$ cat config.mk
export PLATFORM = sky130hd
export DESIGN_NAME = led_pattern_animator
export DESIGN_NICKNAME = d
export VERILOG_FILES = /design/src/rtl/lpa_pkg.sv /design/src/rtl/lpa_animate.sv /design/src/rtl/led_pattern_animator.sv
export SDC_FILE = /design/constraint.sdc
export NUM_CORES = 1
export LEC_CHECK = 0
export ABC_AREA = 1
export BUFFER_PORTS_ARGS = -buffer_cell sky130_fd_sc_hd__buf_4
export CORE_ASPECT_RATIO = 0.8
export CORE_UTILIZATION = 40
export DETAILED_ROUTE_END_ITERATION = 7
export GPL_ROUTABILITY_DRIVEN = 0
export PLACE_DENSITY_LB_ADDON = 0.12
export SYNTH_ARGS = -nofsm -noshare
export SYNTH_HDL_FRONTEND = slang
export SYNTH_HIERARCHICAL = 1
export SYNTH_SLANG_ARGS = --single-unit
$ cat constraint.sdc
create_clock -name clk -period 10.4 [get_ports clk]
set_input_delay 1.56 -clock clk [delete_from_list [all_inputs] [get_ports clk]]
set_output_delay 1.56 -clock clk [all_outputs]
set_load 0.02 [all_outputs]
$ cat src/rtl/lpa_pkg.sv
// Types and constants of the LED pattern animator.
// Used by lpa_animate and led_pattern_animator; depends on nothing.
package lpa_pkg;

  typedef enum logic [2:0] {
    MODE_NONE   = 3'd0,
    MODE_FADE   = 3'd1,
    MODE_PULSE  = 3'd2,
    MODE_FLASH  = 3'd3,
    MODE_ROTL   = 3'd4,
    MODE_ROTR   = 3'd5,
    MODE_BRIGHT = 3'd6
  } mode_t;

  typedef enum logic {
    OP_TICK = 1'b0,
    OP_CMD  = 1'b1
  } op_t;

  localparam int unsigned DUTY_W = 15;

  localparam logic [7:0] PATTERN_RESET      = 8'hAA;
  localparam logic [7:0] LEVEL_TARGET_RESET = 8'hFF;
  localparam logic [7:0] PULSE_FLOOR_RESET  = 8'd25;
  localparam logic [7:0] START_COUNT        = 8'd5;
  localparam logic [DUTY_W-1:0] DUTY_SCALE  = 15'd88;

  typedef struct packed {
    logic [7:0] led_pattern;
    mode_t      anim_mode;
    logic [7:0] level;
    logic [7:0] level_target;
    logic       ramp_down;
  } anim_t;

  typedef struct packed {
    logic              fired;
    logic [7:0]        sent_pattern;
    logic [DUTY_W-1:0] pwm_duty;
    logic              timer_armed;
  } result_t;

endpackage

$ cat src/rtl/lpa_animate.sv
// One animation step of the LED pattern animator: brightness ramps, flashing and pattern rotation.
// Depends on lpa_pkg.
module lpa_animate (
  input  lpa_pkg::anim_t cur,
  input  logic [7:0]     pulse_floor,
  output lpa_pkg::anim_t nxt,
  output logic           rearm
);
  import lpa_pkg::*;

  always_comb begin
    nxt   = cur;
    rearm = 1'b0;
    unique case (cur.anim_mode)
      MODE_NONE: begin
        nxt.level = cur.level_target;
      end
      MODE_FADE: begin
        if (cur.level < cur.level_target) begin
          nxt.level = cur.level + 8'd1;
          rearm     = 1'b1;
        end else if (cur.level > cur.level_target) begin
          nxt.level = cur.level - 8'd1;
          rearm     = 1'b1;
        end
      end
      MODE_PULSE: begin
        if (cur.ramp_down) begin
          if (cur.level > pulse_floor) begin
            nxt.level = cur.level - 8'd1;
          end else begin
            nxt.ramp_down = 1'b0;
          end
        end else begin
          if (cur.level < cur.level_target) begin
            nxt.level = cur.level + 8'd1;
          end else begin
            nxt.ramp_down = 1'b1;
          end
        end
        rearm = 1'b1;
      end
      MODE_FLASH: begin
        nxt.level = (cur.level == cur.level_target) ? 8'd0 : cur.level_target;
        rearm     = 1'b1;
      end
      MODE_ROTL: begin
        nxt.level       = cur.level_target;
        nxt.led_pattern = {cur.led_pattern[6:0], cur.led_pattern[7]};
        rearm           = 1'b1;
      end
      MODE_ROTR: begin
        nxt.level       = cur.level_target;
        nxt.led_pattern = {cur.led_pattern[0], cur.led_pattern[7:1]};
        rearm           = 1'b1;
      end
      default: begin
        rearm = 1'b0;
      end
    endcase
  end

endmodule

$ cat src/rtl/led_pattern_animator.sv
// LED pattern animator top level: step timer, command decode and output buffering.
// Depends on lpa_pkg and lpa_animate.
//
// The input channel carries one beat per millisecond tick (operation 0) or per
// display command (operation 1). Every input beat yields exactly one output beat
// that tells whether an animation step fired, the pattern sent to the LEDs, the
// PWM duty and whether another step is scheduled.
// The result is held in the result register, or in the skid register while the
// receiver stalls. One beat per cycle is sustained while the receiver takes
// results: the whole step, including the level times 88 duty product, is a
// single pass of logic into the result register.
// A one-entry skid register sits behind the result register, so an input beat
// is still taken in the cycle the receiver first stalls. With both the result
// and the skid register full, in_ready drops until the receiver takes a beat.
// The pulse floor register is written through cfg_write_en and cfg_write_data
// and takes effect on the next beat.
// Reset empties both output registers, sets pattern 0xAA, mode none, level 0,
// target 255, pulse floor 25, ramp down, and arms a countdown of five ticks.
module led_pattern_animator #(
  parameter int unsigned DELAY_BITS = 16
) (
  input  logic                       clk,
  input  logic                       rst,
  input  logic                       in_valid,
  output logic                       in_ready,
  input  logic                       operation,
  input  logic [7:0]                 pattern,
  input  logic [2:0]                 mode,
  input  logic [15:0]                step_delay,
  input  logic [7:0]                 brightness,
  output logic                       out_valid,
  input  logic                       out_ready,
  output logic                       fired,
  output logic [7:0]                 sent_pattern,
  output logic [lpa_pkg::DUTY_W-1:0] pwm_duty,
  output logic                       timer_armed,
  input  logic                       cfg_write_en,
  input  logic [7:0]                 cfg_write_data
);
  import lpa_pkg::*;

  localparam int unsigned WIDE_BITS = (DELAY_BITS > 16) ? DELAY_BITS : 16;

  anim_t                 anim;
  anim_t                 anim_next;
  anim_t                 anim_step;
  logic                  step_rearm;
  logic [DELAY_BITS-1:0] countdown;
  logic [DELAY_BITS-1:0] countdown_next;
  logic [DELAY_BITS-1:0] delay_ticks;
  logic [DELAY_BITS-1:0] delay_ticks_next;
  logic                  armed;
  logic                  armed_next;
  logic [7:0]            pulse_floor;
  result_t               res;
  result_t               out_res;
  result_t               skid_res;
  logic                  skid_valid;
  logic                  in_beat;
  logic [WIDE_BITS-1:0]  delay_wide;
  logic [WIDE_BITS-1:0]  delay_limit;
  logic [WIDE_BITS-1:0]  delay_sat;
  mode_t                 cmd_mode;

  lpa_animate u_animate (
    .cur         (anim),
    .pulse_floor (pulse_floor),
    .nxt         (anim_step),
    .rearm       (step_rearm)
  );

  assign in_ready = !skid_valid;
  assign in_beat  = in_valid && in_ready;
  assign cmd_mode = mode_t'(mode);

  assign delay_wide  = WIDE_BITS'(step_delay);
  assign delay_limit = WIDE_BITS'({DELAY_BITS{1'b1}});
  assign delay_sat   = (delay_wide > delay_limit) ? delay_limit : delay_wide;

  always_comb begin
    anim_next        = anim;
    countdown_next   = countdown;
    delay_ticks_next = delay_ticks;
    armed_next       = armed;
    res              = '0;
    if (op_t'(operation) == OP_CMD) begin
      if (cmd_mode != MODE_BRIGHT) begin
        anim_next.led_pattern = pattern;
        if (anim.anim_mode != MODE_PULSE) begin
          anim_next.ramp_down = 1'b1;
        end
        anim_next.anim_mode = cmd_mode;
        delay_ticks_next    = delay_sat[DELAY_BITS-1:0];
      end
      anim_next.level_target = brightness;
      countdown_next         = DELAY_BITS'(START_COUNT);
      armed_next             = 1'b1;
    end else if (armed) begin
      if (countdown <= DELAY_BITS'(1)) begin
        anim_next        = anim_step;
        armed_next       = step_rearm;
        countdown_next   = step_rearm ? delay_ticks : '0;
        res.fired        = 1'b1;
        res.sent_pattern = anim.led_pattern;
        res.pwm_duty     = DUTY_W'(anim_step.level) * DUTY_SCALE;
      end else begin
        countdown_next = countdown - DELAY_BITS'(1);
      end
    end
    res.timer_armed = armed_next;
  end

  always_ff @(posedge clk) begin
    if (rst) begin
      anim.led_pattern  <= PATTERN_RESET;
      anim.anim_mode    <= MODE_NONE;
      anim.level        <= '0;
      anim.level_target <= LEVEL_TARGET_RESET;
      anim.ramp_down    <= 1'b1;
      countdown         <= DELAY_BITS'(START_COUNT);
      delay_ticks       <= '0;
      armed             <= 1'b1;
    end else if (in_beat) begin
      anim        <= anim_next;
      countdown   <= countdown_next;
      delay_ticks <= delay_ticks_next;
      armed       <= armed_next;
    end
  end

  always_ff @(posedge clk) begin
    if (rst) begin
      pulse_floor <= PULSE_FLOOR_RESET;
    end else if (cfg_write_en) begin
      pulse_floor <= cfg_write_data;
    end
  end

  always_ff @(posedge clk) begin
    if (rst) begin
      out_valid  <= 1'b0;
      skid_valid <= 1'b0;
    end else if (!out_valid || out_ready) begin
      if (skid_valid) begin
        out_valid  <= 1'b1;
        skid_valid <= 1'b0;
      end else begin
        out_valid <= in_beat;
      end
    end else if (in_beat) begin
      skid_valid <= 1'b1;
    end
  end

  always_ff @(posedge clk) begin
    if (!out_valid || out_ready) begin
      if (skid_valid) begin
        out_res <= skid_res;
      end else if (in_beat) begin
        out_res <= res;
      end
    end else if (in_beat) begin
      skid_res <= res;
    end
  end

  assign fired        = out_res.fired;
  assign sent_pattern = out_res.sent_pattern;
  assign pwm_duty     = out_res.pwm_duty;
  assign timer_armed  = out_res.timer_armed;

endmodule

Word level (Yosys, flattened, before mapping):

Index checks and enable logic that the tools add are counted.

* output and inout bits: 27
* bits of input ports: 49
* bits in registers: 121
* word-level logic and storage cells: 97

* bitwise gates (word level): 2
* reductions and logical operators: 21
* $add $sub $neg: 3
* equal/unequal tests: 10
* mux-type cells: 36
* $mul: 1
* $lt $le $gt $ge: 5

Operators with widths (count)
* $mux W16: 5
* $mux W24: 3
* $mux W28: 2
* $mux W25: 2
* $mux W8: 6
* $pmux W8 S4: 1
* $mux W11: 2
* $gt A16 B16 Y1 const B: 1
* $gt A8 B8 Y1: 2
* $le A16 B1 Y1 const B: 1
* $pmux W8 S2: 1
* $sub A16 B1 Y16 const B: 1
* $mul A8 B4 Y12 const B: 1
* $mux W1: 12
* $mux W9: 1
* $add A8 B1 Y8 const B: 1
* $eq A8 B8 Y1: 1
* $lt A8 B8 Y1: 1
* $reduce_and A2 Y1: 4
* $reduce_bool A2 Y1: 4
* $sub A8 B1 Y8 const B: 1
* $eq A3 B2 Y1 const B: 2
* $eq A3 B3 Y1 const B: 2
* $reduce_and A6 Y1: 1
* 17 further kinds: 20

Depth between registers and ports, before layout:

Gate-level depths: netlist of run 1.

* word-level depth: 10
* mapped depth: 30

Hierarchy:

Netlist of run 1, hierarchy kept.

By module, submodules not included
* led_pattern_animator: times used 1, sequential area each 2742.6 sq um, cells each 806, area an instance 6105.9 sq um
* lpa_animate: times used 1, sequential area each 0.0 sq um, cells each 339, area an instance 1774.2 sq um

Worst setup path before layout of run 1:

Ideal clock, no wire load.

* kind: register to register
* from: register anim[10] in the netlist's numbering
* to: register skid_res[12] in the netlist's numbering, data pin
* buffers on the path: 1
* data required time: 10145 ps
* arrival: 3539 ps
* slack: 6606 ps
* cell stages (with the launch flop): 23
* library setup time: 255 ps
* clock period less this slack: 3794 ps
* cells stage by stage: dfxtp_1 ha_1 nand2_1 nand2_1 nand2_1 nand2_2 nand2_4 nand2_2 buf_4 o21ai_1 nand2_1 nand3_1 nand3_1 ha_1 inv_1 fa_1 inv_1 ha_1 nand2_1 or2_2 nand3_1 nand2_1 and3_1

RTL lines
* from (decl): RTL line led_pattern_animator.sv:44 `anim_t anim;`
* from (signal assigned): RTL line led_pattern_animator.sv:124 `anim <= anim_next;`
* to (signal assigned): RTL line led_pattern_animator.sv:163 `skid_res <= res;`
* to (decl): RTL line led_pattern_animator.sv:57 `result_t skid_res;`

==> results of run 1 <==
[final timing paths]
path,startpoint,endpoint,slack (ps)
setup reg to reg,anim[14],skid_res[14],5910
setup / recovery,anim[14],skid_res[14],5910
hold / removal,pulse_floor[4],pulse_floor[4],460
hold reg to reg,pulse_floor[4],pulse_floor[4],460
[worst max-delay path, cell delays in order, from the launching register on]
cell and delay, ps:
sky130_fd_sc_hd__dfxtp_1 570, sky130_fd_sc_hd__ha_1 330, sky130_fd_sc_hd__a21oi_1 150, sky130_fd_sc_hd__nor2_1 80, sky130_fd_sc_hd__nor2_4 180, sky130_fd_sc_hd__nand2_2 330, sky130_fd_sc_hd__o21ai_1 240, sky130_fd_sc_hd__nand2_1 60
sky130_fd_sc_hd__nand3_1 90, sky130_fd_sc_hd__nand3_1 200, sky130_fd_sc_hd__ha_1 350, sky130_fd_sc_hd__inv_1 50, sky130_fd_sc_hd__fa_1 500, sky130_fd_sc_hd__inv_1 40, sky130_fd_sc_hd__ha_1 340, sky130_fd_sc_hd__a21oi_1 290
sky130_fd_sc_hd__o21a_1 170, sky130_fd_sc_hd__nand3b_1 90, sky130_fd_sc_hd__and3_1 190
[power by group through the flow]
stage / clock, mW / combinational (mW) / sequential, mW
global route: 0.613 / 0.491 / 0.513
global placement: 0 / 0.426 / 0.519
CTS: 0.593 / 0.425 / 0.510
floorplan: 0 / 0.324 / 0.520
finish: 0.582 / 0.423 / 0.509
detailed placement: 0 / 0.422 / 0.519
[flip-flops by register name, summed over array words and instances (netlist names)]
signal	flops
anim	28
skid_res	22
countdown	16
delay_ticks	16
pwm_duty	12
pulse_floor	8
sent_pattern	8
armed	1
fired	1
out_valid	1
skid_valid	1
timer_armed	1
[Yosys cell counts]
cell | number | area (sq um)
sky130_fd_sc_hd__nand2_1 | 381 | 1430
sky130_fd_sc_hd__nor2_1 | 126 | 473
sky130_fd_sc_hd__inv_1 | 125 | 469
sky130_fd_sc_hd__nand3_1 | 105 | 526
sky130_fd_sc_hd__dfxtp_1 | 71 | 1420
sky130_fd_sc_hd__a21oi_1 | 44 | 220
sky130_fd_sc_hd__edfxtp_1 | 44 | 1320
sky130_fd_sc_hd__ha_1 | 40 | 500
sky130_fd_sc_hd__o21ai_0 | 32 | 160
sky130_fd_sc_hd__nand4_1 | 25 | 156
sky130_fd_sc_hd__clkbuf_1 | 20 | 75.1
sky130_fd_sc_hd__buf_4 | 17 | 128
sky130_fd_sc_hd__nor2_4 | 13 | 146
sky130_fd_sc_hd__nand2_2 | 11 | 68.8
sky130_fd_sc_hd__buf_2 | 9 | 45.0
sky130_fd_sc_hd__nand3b_1 | 8 | 60.1
sky130_fd_sc_hd__o221ai_1 | 8 | 70.1
sky130_fd_sc_hd__xor2_1 | 8 | 70.1
sky130_fd_sc_hd__xnor2_1 | 6 | 52.6
sky130_fd_sc_hd__buf_6 | 5 | 56.3
sky130_fd_sc_hd__fa_1 | 5 | 100
sky130_fd_sc_hd__inv_2 | 5 | 18.8
sky130_fd_sc_hd__nor2_2 | 5 | 31.3
sky130_fd_sc_hd__a21oi_2 | 3 | 26.3
sky130_fd_sc_hd__clkinv_1 | 3 | 11.3
sky130_fd_sc_hd__nor3_1 | 3 | 15.0
sky130_fd_sc_hd__o21ai_1 | 3 | 15.0
sky130_fd_sc_hd__a21o_1 | 2 | 15.0
sky130_fd_sc_hd__and3_1 | 2 | 12.5
sky130_fd_sc_hd__nand3_2 | 2 | 20.0
sky130_fd_sc_hd__nand4_2 | 2 | 25.0
sky130_fd_sc_hd__a21oi_4 | 1 | 16.3
sky130_fd_sc_hd__buf_1 | 1 | 3.75
sky130_fd_sc_hd__conb_1 | 1 | 3.75
sky130_fd_sc_hd__inv_4 | 1 | 6.26
sky130_fd_sc_hd__nand2_4 | 1 | 11.3
sky130_fd_sc_hd__nand2_8 | 1 | 20.0
sky130_fd_sc_hd__nand3_4 | 1 | 17.5
sky130_fd_sc_hd__nand4_4 | 1 | 21.3
sky130_fd_sc_hd__nor3_2 | 1 | 10.0
sky130_fd_sc_hd__nor3_4 | 1 | 16.3
sky130_fd_sc_hd__o21a_1 | 1 | 7.51
sky130_fd_sc_hd__or2_2 | 1 | 6.26
[layout make-up]
type | count | share of cell area (%)
repair buffers | 75 | 6.22
inverters | 134 | 5.58
multi-input cells | 846 | 47.9
clock inverters | 11 | 1.11
clock buffers | 21 | 5.32
well taps | 258 | 3.57
flip-flops and latches | 115 | 30.3
[logic make-up after synthesis]
logic type / Yosys count / synth area share (%)
buffers and inverters: 186 / 10.3
other: 1 / 0.0476
adder cells (fa/ha/maj): 45 / 7.62
flip-flops: 115 / 34.8
AND/OR/NAND/NOR: 690 / 38.9
XOR/XNOR: 14 / 1.56
AO/OA/AOI/OAI: 94 / 6.73
[metrics by stage]
stage / hold WS [ps] / instances / cell area (sq um) / total power, mW / setup slack [ps]
2_1_floorplan: 429 / 1147 / 7890 / 0.844 / 6610
3_3_place_gp: 454 / 1428 / 8470 / 0.944 / 5980
3_5_place_dp: 450 / 1428 / 8470 / 0.941 / 5950
4_1_cts: 465 / 1460 / 9050 / 1.53 / 5930
5_1_grt: 483 / 1460 / 9050 / 1.62 / 5480
6_report: 463 / 1460 / 9050 / 1.51 / 5910
[layer usage]
metal	share of wire, %	vias up	track usage (%)
met5	0	-	0
met4	0.96	0	5.54
met3	6.9	17	4.64
met2	40	224	29.6
met1	52	3171	29.5
li1	-	3749	-
==> metrics list, run 1 <==
- In the layout the commonest cells are sky130_fd_sc_hd__nand2_1, sky130_fd_sc_hd__inv_1, sky130_fd_sc_hd__nor2_1.
* Min cycle time layout: 4490 ps
- The final layout contains approximately 1300 nets.
- Global routing consumed, over all layers together, between 20 and 25% of the routing resources.
- Remaining antenna violation count: 0
- Area used by sequential logic in the layout: approximately 2700 sq um
- WP data arrival: 4670 ps
- VDD sags by at most 0.0984 mV.
- H-Tree Level Count: 4
* Resize count post-CTS: 0
- Registers are responsible for 33.6% of the overall power.
- Relative to the synthesized area, the layout overhead comes to 14.9%.
- Core Box Area: 19100 sq um
- The repair_antennas step left the layout with diodes totalling 0.
- The first global-routing pass estimated 32700 um of wire.
- The path class of the tightest hold or removal check is reg2reg.
- Number of design rule violations left after detail routing: 0
- Critical path endpoint category: flip-flop
* Final count of negative-setup-slack endpoints: 0
- The run finished with clean final reports.
* Share of the yosys chip area belonging to registers: between 30% and 40%
- Worst setup SP type: flip-flop
- Total of buffers placed on input and output ports: 72
- Data required time of the worst path: 10580 ps
- Setup TNS after final layout: 0 ps
- For the worst-skew pair, the clock arrives at the later sink with an insertion delay of roughly 420 ps.
* Library cells used by synthesis: 43
- For this block, the routed nets add up to between 15000 and 20000 um of wire.
- Total die area: 20300 sq um
- Combinational share of power: 27.9%
- Dividing the final minimum period by the clock period gives 43.2%.
- Die X-Extent: 159 um
- The cell count after synthesis came out at 1145.
* Max-capacitance violation count: 0
- The first routing iteration left 502 violations.
- The post-route netlist has about an eighth of its cells at a drive strength greater than 1.
* Power Density: 167 nW/um^2
* Worst Max-Slew Pin Slew: 1080 ps
- Unrepaired setup endpoints after global routing: false
- For this design the top-level I/O count stands at 76.
- Global-route congestion overflow total: 0
* Initial DRT Pass Iterations: 5
* Ratio of routed vias to standard cells: just under 5
- Count of fill cells added during filler insertion: 1973
* CTS hold repair buffers: 0
- Leak Pwr: 4.53 nW
- The cell area that synthesis handed to floorplanning was 7880 sq um.
* Multi-input gate area: 4340 sq um
* Pin count of the biggest net entering global routing: 34
- Number of cells traversed by the worst hold path: 2
* Post-CTS setup repair buffer count: 0
* Root buffer cell: sky130_fd_sc_hd__clkbuf_16
- Leading cell type in the layout, fill and taps excluded: sky130_fd_sc_hd__nand2_1
* Core Rows: 45
- In this run the tightest slew margin relative to its limit is 28.1%.
* Max Root-Sink Buffers: 2
- Clock tree from TritonCTS: done
- The clock net in this run drives a total of 115 sinks.
- In this run, synthesis produced a sequential element count of 115.
- Clock buffers created by TritonCTS: 17
- Initial core utilization: 41.2%
- Cells fill 47.3% of the core in the end.
- Post-Synthesis Mean Instance Area: 6.88 sq um
- Of the total power, the clock network draws 38.4%.
- Of all nets on the critical path, the largest fanout is 20.
- FF-to-FF path depth: 18
- The routed layout has 7161 vias.
- Total net switching power: 512 uW
* Setup Skew: 7.87 ps
- Internal portion of total power: 1.00 mW
- Post-DR wirelength/cell: roughly 14 um
- Number of antenna violations at the first check in global routing: 0
- Warning count from the yosys run: 6
- Clock-pin slew reported for the worst setup and hold paths after clock tree synthesis: 60 ps
- Worst Setup Path Type: reg2reg
- The count of endpoints failing hold in the final timing report is 0.
- In this run switching power makes up 33.8% of total power.
- The final max-slew violation count came to 0.
- Static timing analysis puts the maximum clock frequency at 0.223 GHz.
- Via count of the first global-routing pass: roughly 6400
- Detailed placement ended at an HPWL of 14200 um.
* Die height: 128 um
Note: power is estimated with default switching activity, not from simulation.
==> run 2, diff against run 1 <==
clock period = 4.1 ns   (was 10.4 ns; I/O delays follow)
==> run 2 against run 1 <==
Compared with the run above:
- first-iteration DRC count grew 0.60%
- worst hold slack got worse by 65 ps
- critical path depth grew 4
- count of clock-buffer cells in the layout did not move
- non-clock buffer count rose by 43
- combinational power increased to 3.1 times the previous value
- largest power group unchanged
- highest routed layer unchanged
==> metrics list, run 2 (same netlist as run 1, synthesis figures left out) <==
- The register with the most flip-flops in the final layout is anim.
- Fill cells in the final layout number 1972.
- Root buffer cell: sky130_fd_sc_hd__clkbuf_16
* Die X-Extent: between 150 and 200 um
- Core Rows: 45
- Top delay family on crit path: simple AND/OR/NAND/NOR gates
- After global routing the overflow that remains totals 0.
* Met3 track utilization from global routing: 3.90%
- GR Util All Layers: 20.7%
- Leaving out filler cells and counting taps, the final layout contains about 1500.
- Number of cells traversed by the worst hold path: 3
- Buffers placed on the I/O ports in this run total 72.
- Violation count after the first detailed-route iteration: 505
- The path with the worst hold slack has its endpoint at pulse_floor[0].
- The die covers 20300 sq um.
- Critical path buffers and inverters: 4
- Met1 track utilization from global routing: a little under a third
- In this run the worst hold path is classified as in2reg.
* Power Density: 437 nW/um^2
* Most common cell type on the critical path: sky130_fd_sc_hd__nand2_1
- Nets: 1326
- M2 GR Usage: 30.1%
- The count of nets left with antenna violations once routing finished came out at 0.
* WP data arrival: 4000 ps
- Tcrit/Tclk final: 93.1%
* Critical register-to-register path endpoint: skid_res[12]
- Number of design rule violations left after detail routing: 0
* Max-capacitance violation count: 0
- HPWL reported at the end of detailed placement: 14900 um
- Final core area utilization: between 50% and 60%
- Number of antenna violations at the first check in global routing: 0
* Critical path endpoint category: flip-flop
- For the final database, setup skew stands at 9.05 ps.
- In the final routed layout, each cell accounts on average for 13.7 um.
- For this design the static power due to leakage is 4.79 nW.
- 76 I/O pins were placed.
- Setup violations remaining at the end of the flow were counted as 0.
- Diodes inserted: 0
- Commonest non-fill, non-tap cells in the layout: sky130_fd_sc_hd__nand2_1, sky130_fd_sc_hd__inv_1, sky130_fd_sc_hd__nor2_1
- Worst setup SP type: flip-flop
- After floorplanning, the core was sized to cover about 19000 sq um.
- Static timing analysis puts the maximum clock frequency at 0.262 GHz.
* Max Root-Sink Buffers: 2
* Largest registers: anim: 28 flops, skid_res: 22 flops
- Of all nets on the critical path, the largest fanout is 6.
* Setup TNS after final layout: 0 ps
- H-Tree Level Count: 4
* Pin count of the biggest net entering global routing: 33
* Setup slack on the worst flop-to-flop path: 280 ps
- Reg-to-reg startpoint: pulse_floor[7]
- Synthesis-to-layout area growth: 22.1%
* Final max-slew violation count: 0
- Clock buffers created by TritonCTS: 17
- Once the floorplan was initialized, standard cells occupied 41.2% of the core.
- Layer with the highest usage: met1
* List of cells traversed by the critical path: inv_1, ha_1, nand2_1, nor2_1, nand2_1, nand2_2, buf_4, nand3_1, nand2_1, nand2_1, nand2_1, nand3_1, ha_1, inv_1, fa_1, inv_1, ha_4, nand2_1, or2_2, nand3_1, nand2_1, and3_1
- Clock latency reported for the late side of the worst-skew pair: ~420 ps
- By startpoint and endpoint, the worst setup path is classified as reg2reg.
- In the routed layout, each cell is associated on average with a via count of roughly 5.
- The count of endpoints failing hold in the final timing report was 0.
- Slowest-stage cell, CP: sky130_fd_sc_hd__fa_1
* Final wirelength: 20600 um
- Worst Max-Slew Pin Slew: ~1100 ps
- In the final layout, the share of cells above drive strength 1 is a little under a fifth.
- Min cycle time layout: 3820 ps
* Max reg flops: 28
- After clock tree synthesis, the clock-pin slew on the worst setup and hold paths is ~60 ps.
- Data required time of the worst path: 4280 ps
- Via count of the first global-routing pass: 6642
- In this run the most critical hold path is launched from cfg_write_data[0].
* FF-to-FF path depth: 22
* Wire length of the first global-routing pass: ~34000 um
- Vias after detailed routing: 7384
- In this design, the stage delay of the slowest critical-path cell is 490 ps.
- The first TritonRoute pass finished after 5 iterations.
- In this run, placement finished with an instance count of 1468.
- The run finished with clean final reports.
- Clock tree from TritonCTS: done
* Num Clock Sinks: 115
* Die height: approximately 130 um
* Leading cell type in the layout, fill and taps excluded: sky130_fd_sc_hd__nand2_1
- Total power of the final layout: ~4.2 mW
* Maximum ir drop on the vdd rail: 0.236 mV
* Normalized max-slew margin: 29.7%
run 2: worst max path at each step:
stage,from,endpoint,slack [ps],cells past startpoint
2_1_floorplan,anim[10],skid_res[12],310,22
3_3_place_gp,anim[12],pwm_duty[11],150,21
3_5_place_dp,anim[12],skid_res[14],150,20
4_1_cts,anim[12],skid_res[14],120,20
5_1_grt,anim[4],pwm_duty[13],-10,27
6_report,pulse_floor[7],skid_res[12],280,22
run 2: area by class of cell:
class	count	area (sq um)	area share, %
clock buffer	21	514	5.34
clock inverter	11	133	1.38
inverter	134	508	5.28
multi-input combinational	846	4480	46.5
sequential	115	2750	28.5
tap	258	323	3.35
timing repair buffer	118	923	9.59
run 2: timing repair:
action                                  CTS  global route
setup buffers                             0             2
resized for setup                         0            34
hold buffers                              0             0
endpoints found under the setup margin    0            14
run 2: worst reg2reg max path: stages, from the launching register on:
cell and delay [ps]:
sky130_fd_sc_hd__dfxtp_1 340, sky130_fd_sc_hd__inv_1 50, sky130_fd_sc_hd__ha_1 290, sky130_fd_sc_hd__nand2_1 70, sky130_fd_sc_hd__nor2_1 170, sky130_fd_sc_hd__nand2_1 90
sky130_fd_sc_hd__nand2_2 110, sky130_fd_sc_hd__buf_4 160, sky130_fd_sc_hd__nand3_1 100, sky130_fd_sc_hd__nand2_1 100, sky130_fd_sc_hd__nand2_1 50, sky130_fd_sc_hd__nand2_1 60
sky130_fd_sc_hd__nand3_1 120, sky130_fd_sc_hd__ha_1 310, sky130_fd_sc_hd__inv_1 50, sky130_fd_sc_hd__fa_1 490, sky130_fd_sc_hd__inv_1 60, sky130_fd_sc_hd__ha_4 290
sky130_fd_sc_hd__nand2_1 70, sky130_fd_sc_hd__or2_2 300, sky130_fd_sc_hd__nand3_1 70, sky130_fd_sc_hd__nand2_1 60, sky130_fd_sc_hd__and3_1 160
run 2: routing by layer:
| layer | vias up | share of wire, % | wire length (um) |
|---|---|---|---|
| met2 | 259 | 42 | 8570 |
| met3 | 21 | 6.3 | 1300 |
| met5 | - | 0 | 0 |
| met1 | 3272 | 51 | 10500 |
| met4 | 0 | 1.3 | 263 |
| li1 | 3832 | - | - |
run 2: stage by stage:
step	cell area [sq um]	setup slack [ps]	hold WS, ps
after floorplan	7890	306	429
after CTS	9430	115	391
after global placement	8780	154	441
final	9620	283	399
after global routing	9620	-11.2	409
after detailed placement	8780	148	449
run 2: where the power goes:
| part | internal (mW) | switching [mW] | total, mW |
|---|---|---|---|
| logic | 0.555 | 0.761 | 1.32 |
| clock network | 1.03 | 0.576 | 1.61 |
| registers | 1.25 | 0.0380 | 1.28 |
| total | 2.83 | 1.38 | 4.21 |
==> run 3, diff against run 2 <==
CTS_BUF_LIST = sky130_fd_sc_hd__clkbuf_4   (was unset)
==> run 3 against run 2 <==
Compared with the run above:
- die area did not move
- via count fell by 0.57%
- clock skew rose by 16 ps
- highest routed layer unchanged
- cell area fell by 3.4%
- worst hold slack got worse by 110 ps
- global-route usage fell by 0.085 points
- critical endpoint is now pwm_duty[10]
==> metrics list, run 3 (same netlist as run 1, synthesis figures left out) <==
- Result of the run: finished, final reports clean
- Max-cap violations in this run came to 0.
- Tcrit/Tclk final: 93.7%
- Number of design rule violations left after detail routing: 0
- Counting instances, the worst hold path has a depth of 3.
- The detailed router finished its first iteration with around 530 violations.
* Final non-filler cell total: 1502
* Die X-Extent: 159 um
- Measured against its own limit, the worst slew margin works out to a little under a third.
* Hold endpoint: pulse_floor[0]
* Clock share of power: between 20 and 30%
* Total of buffers placed on input and output ports: 72
- Data arrives at the worst endpoint at 4140 ps.
* Worst Max-Slew Pin Slew: 1050 ps
* GR Util All Layers: 20.6%
- Nets: between 1000 and 1500
- STA classifies the critical path endpoint as a flip-flop.
* Pin count of the biggest net entering global routing: 33
- The path class of the tightest hold or removal check is in2reg.
- The largest registers in the layout are anim: 28 flops, skid_res: 22 flops.
* Maximum ir drop on the vdd rail: 0.183 mV
- Post-DR wirelength/cell: 13.7 um
- In this run, post-CTS hold repair placed 0 buffers.
- Total die area: 20300 sq um
- Remaining antenna violation count: 0
* Initial core utilization: approximately 40%
- Combinational cells account for 36.0% of the total power.
- Count of fill cells added during filler insertion: 2016
* Wire length of the first global-routing pass: 33700 um
- Post-route setup slack: 260 ps
- Total count of hold-check failures in the final report: 0
* Ratio of routed vias to standard cells: 4.89
* Max reg flops: 28
* Design Area, Final: 9300 sq um
- In this run the critical register-to-register path is captured at pwm_duty[10].
- Count of pins on the block boundary: 76
- Counting cells, the worst reg-to-reg path comes to 26.
- Once placement completed, the tool counted placed cells totaling roughly 1500.
* Final max-slew violation count: 0
- After floorplanning, the core was divided into 45 placement rows.
* Setup TNS after final layout: 0 ps
* Core Box Area: 19100 sq um
- The post-route netlist has 18.1% of its cells at a drive strength greater than 1.
- At the worst endpoint, the required time is 4400 ps.
- The number of clock buffers added by TritonCTS is 17.
- Num Clock Sinks: between 100 and 150
* Worst setup SP type: flip-flop
* Leak Pwr: 4.65 nW
- The library cell used most frequently in the layout, excluding fill and tap cells, is sky130_fd_sc_hd__nand2_1.
- After clock tree synthesis, the clock-pin slew on the worst setup and hold paths is about 110 ps.
- Min cycle time layout: about 3800 ps
- The clock tree synthesis step divided the H-tree into 4 levels.
- Max Root-Sink Buffers: 2
- Root buffer cell: sky130_fd_sc_hd__clkbuf_4
* Hold_ws: 289 ps
* Placed Instance Area: 8780 sq um
* Vias after detailed routing: 7342
- Global-route congestion overflow total: 0
* Initial DRT Pass Iterations: 5
* Multi-input gate area: 4460 sq um
- Of all nets on the critical path, the largest fanout is 7.
- Largest register by flop count: anim
* Worst slack at placement: 148 ps
- The via count of the first global-routing pass was 6636.
- In the layout the commonest cells are sky130_fd_sc_hd__nand2_1, sky130_fd_sc_hd__inv_1, sky130_fd_sc_hd__nor2_1.
- TritonCTS built the clock tree.
- Worst Setup Path Type: reg2reg
* Number of antenna violations at the first check in global routing: 1
- Dividing total power by cell area gives a power density of about 390 nW/um^2.
- Total net switching power: 1.30 mW
* Switching part of the total: 35.6%
* Hold wc startpoint: cfg_write_data[0]
* Synthesis-to-layout area growth: 18.0%
- Registers are responsible for around a third of the overall power.
* Reg-to-reg startpoint: anim[6]
- Total power of the final layout: between 3 and 4 mW
* Final count of negative-setup-slack endpoints: 0
- Setup slack on the worst flop-to-flop path: 260 ps
- For the worst-skew pair, the clock arrives at the later sink with an insertion delay of 530 ps.
- For this run, the top clock speed supported by timing is about 0.26 GHz.
- Area used by sequential logic in the layout: 2750 sq um
- In this run the vertical extent of the chip is 128 um.
- Wires add up to 20500 um.
- The internal portion of the total power is 2.34 mW.
- Once detailed placement completed, the half-perimeter wirelength came to about 15000 um.
- Setup Skew: 25.2 ps
- For this run, the share of the core covered by cells in the final layout is 48.6%.
==> run 3: cell count changes in the layout (fill, tap and decap cells not counted), moves of 2 or more <==
cell,before,now
sky130_fd_sc_hd__clkbuf_16,21,1
sky130_fd_sc_hd__clkbuf_4,0,17
sky130_fd_sc_hd__bufinv_16,2,5
sky130_fd_sc_hd__inv_2,5,7
==> run 3: how the worst max path moves through the flow <==
stage                   startpoint      endpoint  slack [ps]  depth (start not counted)
CTS                       anim[12]  skid_res[14]         110                         20
global route        pulse_floor[7]  pwm_duty[10]         -60                         24
detailed placement        anim[12]  skid_res[14]         150                         20
finish                     anim[6]  pwm_duty[10]         260                         26
global placement          anim[12]  pwm_duty[11]         150                         21
floorplan                 anim[10]  skid_res[12]         310                         22
==> run 3: power by group through the flow <==
stage          combinational, mW  clock [mW]  sequential (mW)
6_report                    1.31        1.05             1.28
5_1_grt                     1.49        1.13             1.29
4_1_cts                     1.16        1.07             1.28
3_5_place_dp                1.16           0             1.31
3_3_place_gp                1.16           0             1.31
2_1_floorplan              0.822           0             1.32
==> run 3: timing repair <==
item | CTS | global route
resized for setup | 0 | 30
buffers inserted | 0 | 0
setup endpoints to repair | 0 | 14
==> run 3: area by class of cell <==
type | instances | share of cell area (%)
multi-input combinational | 846 | 48.0
tap | 258 | 3.47
sequential | 115 | 29.5
antenna | 1 | 0.0269
clock inverter | 15 | 2.44
inverter | 134 | 5.44
clock buffer | 17 | 1.37
timing repair buffer | 116 | 9.73
==> run 3: metal layers <==
metal | up-vias | GRT usage [%] | part of all wire [%] | routed length, um
li1 | 3828 | - | - | -
met1 | 3253 | 30.8 | 51 | 10500
met2 | 240 | 30.0 | 41 | 8480
met3 | 21 | 3.99 | 6.4 | 1310
met4 | 0 | 5.32 | 1.2 | 247
met5 | - | 0 | 0 | 0
==> run 3: worst max-delay path: stages (launching register included) <==
cell and delay, ps:
sky130_fd_sc_hd__dfxtp_2 350, sky130_fd_sc_hd__inv_1 60, sky130_fd_sc_hd__ha_1 320, sky130_fd_sc_hd__a21oi_2 170, sky130_fd_sc_hd__nor2_2 60, sky130_fd_sc_hd__nor2_4 150
sky130_fd_sc_hd__buf_6 160, sky130_fd_sc_hd__nand3_1 120, sky130_fd_sc_hd__nand2_1 80, sky130_fd_sc_hd__inv_1 40, sky130_fd_sc_hd__nand3_1 50, sky130_fd_sc_hd__nand2_1 60
sky130_fd_sc_hd__inv_1 70, sky130_fd_sc_hd__nand3_2 90, sky130_fd_sc_hd__buf_4 160, sky130_fd_sc_hd__ha_1 190, sky130_fd_sc_hd__fa_1 480, sky130_fd_sc_hd__ha_4 310
sky130_fd_sc_hd__nand3_1 70, sky130_fd_sc_hd__nand2_1 150, sky130_fd_sc_hd__nand3_2 110, sky130_fd_sc_hd__nand2_1 70, sky130_fd_sc_hd__nand2_1 40, sky130_fd_sc_hd__nand2_1 50
sky130_fd_sc_hd__nor2_1 50, sky130_fd_sc_hd__nand2_1 90, sky130_fd_sc_hd__nand2_1 50
